==> src/hdl/sce_pkg.sv <==
// Shared types, constants and helpers for the spectral coherency estimator.
// No dependencies; every other file in hdl/ imports this package.
`default_nettype none

package sce_pkg;

  // Field and datapath widths
  localparam int SAMPLE_BITS = 16;
  localparam int SUM_BITS    = 48;
  localparam int POW_BITS    = 2 * SAMPLE_BITS;   // |x|^2, |y|^2, |xy|
  localparam int RAD_BITS    = 2 * POW_BITS;      // radicand of the root unit
  localparam int FRAC_BITS   = 16;
  localparam int COH_BITS    = FRAC_BITS + 1;     // Q0.16 plus the 1.0 code
  localparam int QUO_BITS    = 2 * FRAC_BITS;     // quotient fed to the root
  localparam int DEN_BITS    = 2 * SUM_BITS;      // Px*Py and S*S
  localparam int QUEUE_DEPTH = 4;

  localparam logic [COH_BITS-1:0] COH_ONE = COH_BITS'(1) << FRAC_BITS;

  // Status codes
  typedef logic [1:0] status_t;
  localparam status_t STAT_OK   = 2'd0;
  localparam status_t STAT_ZERO = 2'd1;
  localparam status_t STAT_SAT  = 2'd2;

  typedef struct packed {
    logic signed [SAMPLE_BITS-1:0] x_real;
    logic signed [SAMPLE_BITS-1:0] x_imag;
    logic signed [SAMPLE_BITS-1:0] y_real;
    logic signed [SAMPLE_BITS-1:0] y_imag;
    logic                          last_sample;
  } sample_t;

  typedef struct packed {
    logic [COH_BITS-1:0] coherency;
    status_t             status;
  } result_t;

  // Word passed from the front end to the back end
  typedef struct packed {
    logic [POW_BITS-1:0] px;
    logic [POW_BITS-1:0] py;
    logic                last;
  } entry_t;

  typedef struct packed {
    logic full;
    logic empty;
  } qstat_t;

  typedef enum logic [3:0] {
    B_IDLE,
    B_MUL,
    B_ROOT,
    B_ACC,
    B_ZCHK,
    B_DMUL,
    B_SMUL,
    B_CMP,
    B_DIV,
    B_QROOT,
    B_DONE
  } back_state_t;

  // Saturating accumulate; MSB of the result is the saturation flag
  function automatic logic [SUM_BITS:0] sat_add(input logic [SUM_BITS-1:0] acc,
                                                 input logic [POW_BITS-1:0] add);
    logic [SUM_BITS:0] s;
    s = {1'b0, acc} + (SUM_BITS+1)'(add);
    if (s[SUM_BITS]) begin
      s = {1'b1, {SUM_BITS{1'b1}}};
    end
    return s;
  endfunction

endpackage

`default_nettype wire

==> src/hdl/sce_queue.sv <==
// Short register queue between front and back ends.
// Depends on sce_pkg.
`default_nettype none

module sce_queue #(
  parameter int DEPTH = sce_pkg::QUEUE_DEPTH
) (
  input  logic            clk,
  input  logic            rst,
  input  logic            push,
  input  sce_pkg::entry_t entry,
  input  logic            pop,
  output sce_pkg::entry_t head,
  output sce_pkg::qstat_t qstat
);
  import sce_pkg::*;

  localparam int AW = (DEPTH > 1) ? $clog2(DEPTH) : 1;
  localparam int CW = $clog2(DEPTH + 1);

  entry_t        mem [DEPTH];
  logic [AW-1:0] wptr, rptr;
  logic [CW-1:0] count;

  assign head        = mem[rptr];
  assign qstat.full  = (count == CW'(DEPTH));
  assign qstat.empty = (count == '0);

  // Pointers and fill count
  always_ff @(posedge clk) begin
    if (rst) begin
      wptr  <= '0;
      rptr  <= '0;
      count <= '0;
    end else begin
      if (push) begin
        wptr <= (wptr == AW'(DEPTH - 1)) ? '0 : wptr + 1'b1;
      end
      if (pop) begin
        rptr <= (rptr == AW'(DEPTH - 1)) ? '0 : rptr + 1'b1;
      end
      if (push && !pop) begin
        count <= count + 1'b1;
      end else if (pop && !push) begin
        count <= count - 1'b1;
      end
    end
  end

  always_ff @(posedge clk) begin
    if (push) begin
      mem[wptr] <= entry;
    end
  end

endmodule

`default_nettype wire

==> config.mk <==
export PLATFORM = sky130hd
export DESIGN_NAME = sce_queue
export DESIGN_NICKNAME = d
export VERILOG_FILES = /design/src/hdl/sce_pkg.sv /design/src/hdl/sce_queue.sv
export SDC_FILE = /design/constraint.sdc
export NUM_CORES = 1
export LEC_CHECK = 0
export BUFFER_PORTS_ARGS = -buffer_cell sky130_fd_sc_hd__clkbuf_2
export CAP_MARGIN = 20
export CORE_AREA = 5 5 113 194
export CTS_CLUSTER_DIAMETER = 80
export DETAILED_ROUTE_END_ITERATION = 12
export DIE_AREA = 0 0 118 199
export PLACE_DENSITY = 0.7
export SLEW_MARGIN = 20
export SYNTH_ARGS = -nofsm -noshare
export SYNTH_HDL_FRONTEND = slang
export SYNTH_SLANG_ARGS = --single-unit
==> constraint.sdc <==
create_clock -name clk -period 2.9 [get_ports clk]
set_input_delay 0.29 -clock clk [delete_from_list [all_inputs] [get_ports clk]]
set_output_delay 0.29 -clock clk [all_outputs]
set_load 0.02 [all_outputs]
==> metrics.md <==
| Metric | Value |
|---|---|
| Highest-delay cell along the critical path | `mux4_2` |
| Post-Place Cells | `760` |
| Clk_lat worst skew | `0.49 ns` |
| Syn avg cell area | `25.8 um^2` |
| GRT Resource Usage Total | `15.1%` |
| Mapped Cells | `383` |
| Final cell count without fillers | `822` |
| Met3 Routed Length | `896 um` |
| Depth of the worst register-to-register path | `3` |
| Buf/Inv on CP | `2` |
| Rows | `69` |
| Dominant cell type by area after synthesis | `edfxtp_1` |
| Die width | `118 um` |
| CP Cell Sequence | `buf_12 > mux4_2 > clkbuf_2` |
| Drt pass-1 iters | `4` |
| Vias in the first global route | `5089` |
| H-tree Lvls | `1` |
| Reg2reg start | `wptr[0]` |
| Data arrival time of the worst path | `2.20 ns` |
| RSZ-0062 raised after global routing | `false` |
| Nets | `636` |
| FILL cells | `1508` |
| Skew final | `0.00780 ns` |
| Critical path type | `register to output pin` |
| Post-route ant nets | `0` |
| Final Worst Setup Slack | `0.406 ns` |
| Crit end category | `output pin` |
| Design Area, Final | `0.0118 mm^2` |
| Synth Cell Area | `0.00986 mm^2` |
| Worst path depth | `3` |
| Full die area | `0.0235 mm^2` |
| Final setup TNS | `0 ns` |
| Iteration-0 DRC Markers | `275` |
| Total I/O pin count | `136` |
| Metal-1 WL | `6480 um` |
| Hpwl dp | `11400 um` |
| Worst slew pin tran | `0.615 ns` |
| Final setup fails | `0` |
| Worst slew margin | `59.0%` |
| Max Freq | `401 MHz` |
| Commonest non-fill, non-tap cell in the layout | `edfxtp_1` |
| DP Worst Slack | `0.873 ns` |
| Critical Path Max Stage Delay | `0.59 ns` |
| Die height | `199 um` |
| Longest Clk Path Bufs | `3` |
| Distinct cells, synth | `20` |
| Final WL | `17800 um` |
| Routed len/inst | `21.6 um` |
| Worst EP required | `2.61 ns` |
| Synth top area cells | `edfxtp_1 79%, mux4_2 15%, dfxtp_1 1.8%` |
| Vias per inst | `5.46` |
| Max_cap viols | `0` |
| Seq/Total Area, Yosys | `81.0%` |
| Leak pwr | `4.02 nW` |
| Area grow syn2layout | `19.3%` |
| YS warnings | `0` |
| Pwr/cell area | `698 mW/mm^2` |
| Port Buffers | `135` |
| Dpl cell area | `0.0108 mm^2` |
| # Post-CTS Setup Buffers | `0` |
| Post-route DRC | `0` |
| First-pass GRT wire length | `27800 um` |
| Syn_nets | `459` |
| CP startpoint kind | `register` |
| Period utilization | `86.0%` |
| Fin crit period | `2.49 ns` |
| Crit Path Max Fanout | `35` |
| Hold crit path type | `input pin to register` |
| Vias | `4488` |
| CTS tree | `yes` |
| CP delay by family, top | `multiplexers` |
| Initial antenna violation count | `1` |
| Routability cong. | `0.716` |
| Worst r2r dst | `mem[3][26]` |
| Largest net degree at the start of global routing | `39` |
| Final Hold Fails | `0` |
| Met2 wire length | `10100 um` |
| Share of layout cells above drive strength 1 | `43.1%` |
| Core Region | `0.0202 mm^2` |
| Slew Viols, Final | `0` |
| Commonest cells after routing, fill and taps aside | `260 x edfxtp_1, 135 x clkbuf_2, 65 x mux4_2, 23 x clkbuf_16, 23 x dlygate4sd3_1` |
| Post-synth top area share | `79.1%` |
| Highest routed metal layer | `met4` |
| Peak supply drop | `0.000480 V` |
| # hold bufs at CTS | `23` |
| Critical path endpoint | `head[40]` |
| R2R Setup Slk | `1.10 ns` |
| Clk slew on worst S/H paths | `0.07 ns` |
| Register bit total from synthesis | `269` |
| Post-cts resize count | `0` |
| Clk root buf | `clkbuf_16` |
| Starting Density | `48.8%` |
| Status | `completed` |
| Clk sinks | `269` |
| Cts bufs inserted | `23` |
| Congestion Overflow GR | `0` |
worst register-to-register path: stages, from the launching register on:
cell and delay, ns:
dfxtp_1 0.42, ha_1 0.21, and2_4 0.56, buf_12 0.29
layer usage:
metal | track usage (%) | vias to the layer above
li1 | - | 1985
met1 | 17.2 | 2375
met2 | 29.1 | 103
met3 | 2.87 | 25
met4 | 3.83 | 0
met5 | 0 | -
layout make-up:
type	count	area, um^2	share of cell area (%)
Antenna cell	1	2.50	0.0213
Clock buffer	26	587	4.99
Clock inverter	12	110	0.936
Inverter	4	15.0	0.128
Multi-Input combinational cell	96	1720	14.6
Sequential cell	269	8000	67.9
Tap cell	248	310	2.64
Timing Repair Buffer	166	1030	8.74
worst min path at each step:
stage,from,endpoint,depth (start not counted)
finish,entry[3],mem[3][3],1
global route,entry[45],mem[2][45],1
detailed placement,count[2],count[2],2
global placement,count[2],count[2],2
CTS,entry[36],mem[2][36],1
floorplan,rst,count[2],1
metrics by stage:
step | hold slack, ns | total power, mW | util (%)
2_1_floorplan | 0.359 | 5.12 | -
3_3_place_gp | 0.476 | 5.39 | 53.6
3_5_place_dp | 0.505 | 5.43 | 53.6
4_1_cts | 0.000398 | 8.33 | 58.2
5_1_grt | 0.00170 | 8.54 | 58.2
6_report | 0.0195 | 8.22 | 58.2
power breakdown:
part | internal [mW] | switching (mW) | total (mW) | leakage [nW]
Combinational | 0.351 | 0.486 | 0.837 | 1.21
Clock | 1.62 | 1.24 | 2.86 | 0.346
Sequential | 4.45 | 0.0678 | 4.52 | 2.46
Total | 6.42 | 1.79 | 8.22 | 4.02
sequential cells by signal (all words and copies together), names as in the netlist, named ones only:
register,flops
wptr,2
mem,260
rptr,2
count,3
logic make-up (layout without fill, tap and decap cells):
group | Yosys count | count (layout) | synth area share (%)
and+or+nand+nor | 15 | 15 | 0.786
DFF | 269 | 269 | 81.0
xor gates and xnor gates | 2 | 2 | 0.178
AOI/OAI and AO/OA | 3 | 3 | 0.152
other | 0 | 1 | 0
buffers and inverters | 18 | 208 | 1.70
muxes | 69 | 69 | 15.2
adders and majority gates | 7 | 7 | 0.964
synth_stat cells, drive strengths merged:
master and n:
buf 13, ha 6, inv 4, or3 1, fa 1, nor2 7, mux2i 4, and2 4
nor3b 2, edfxtp 260, nor3 1, mux4 65, a21oi 2, o21ai 1, clkbuf 1, xor2 2
dfxtp 9
(Power assumes the default switching activity.)
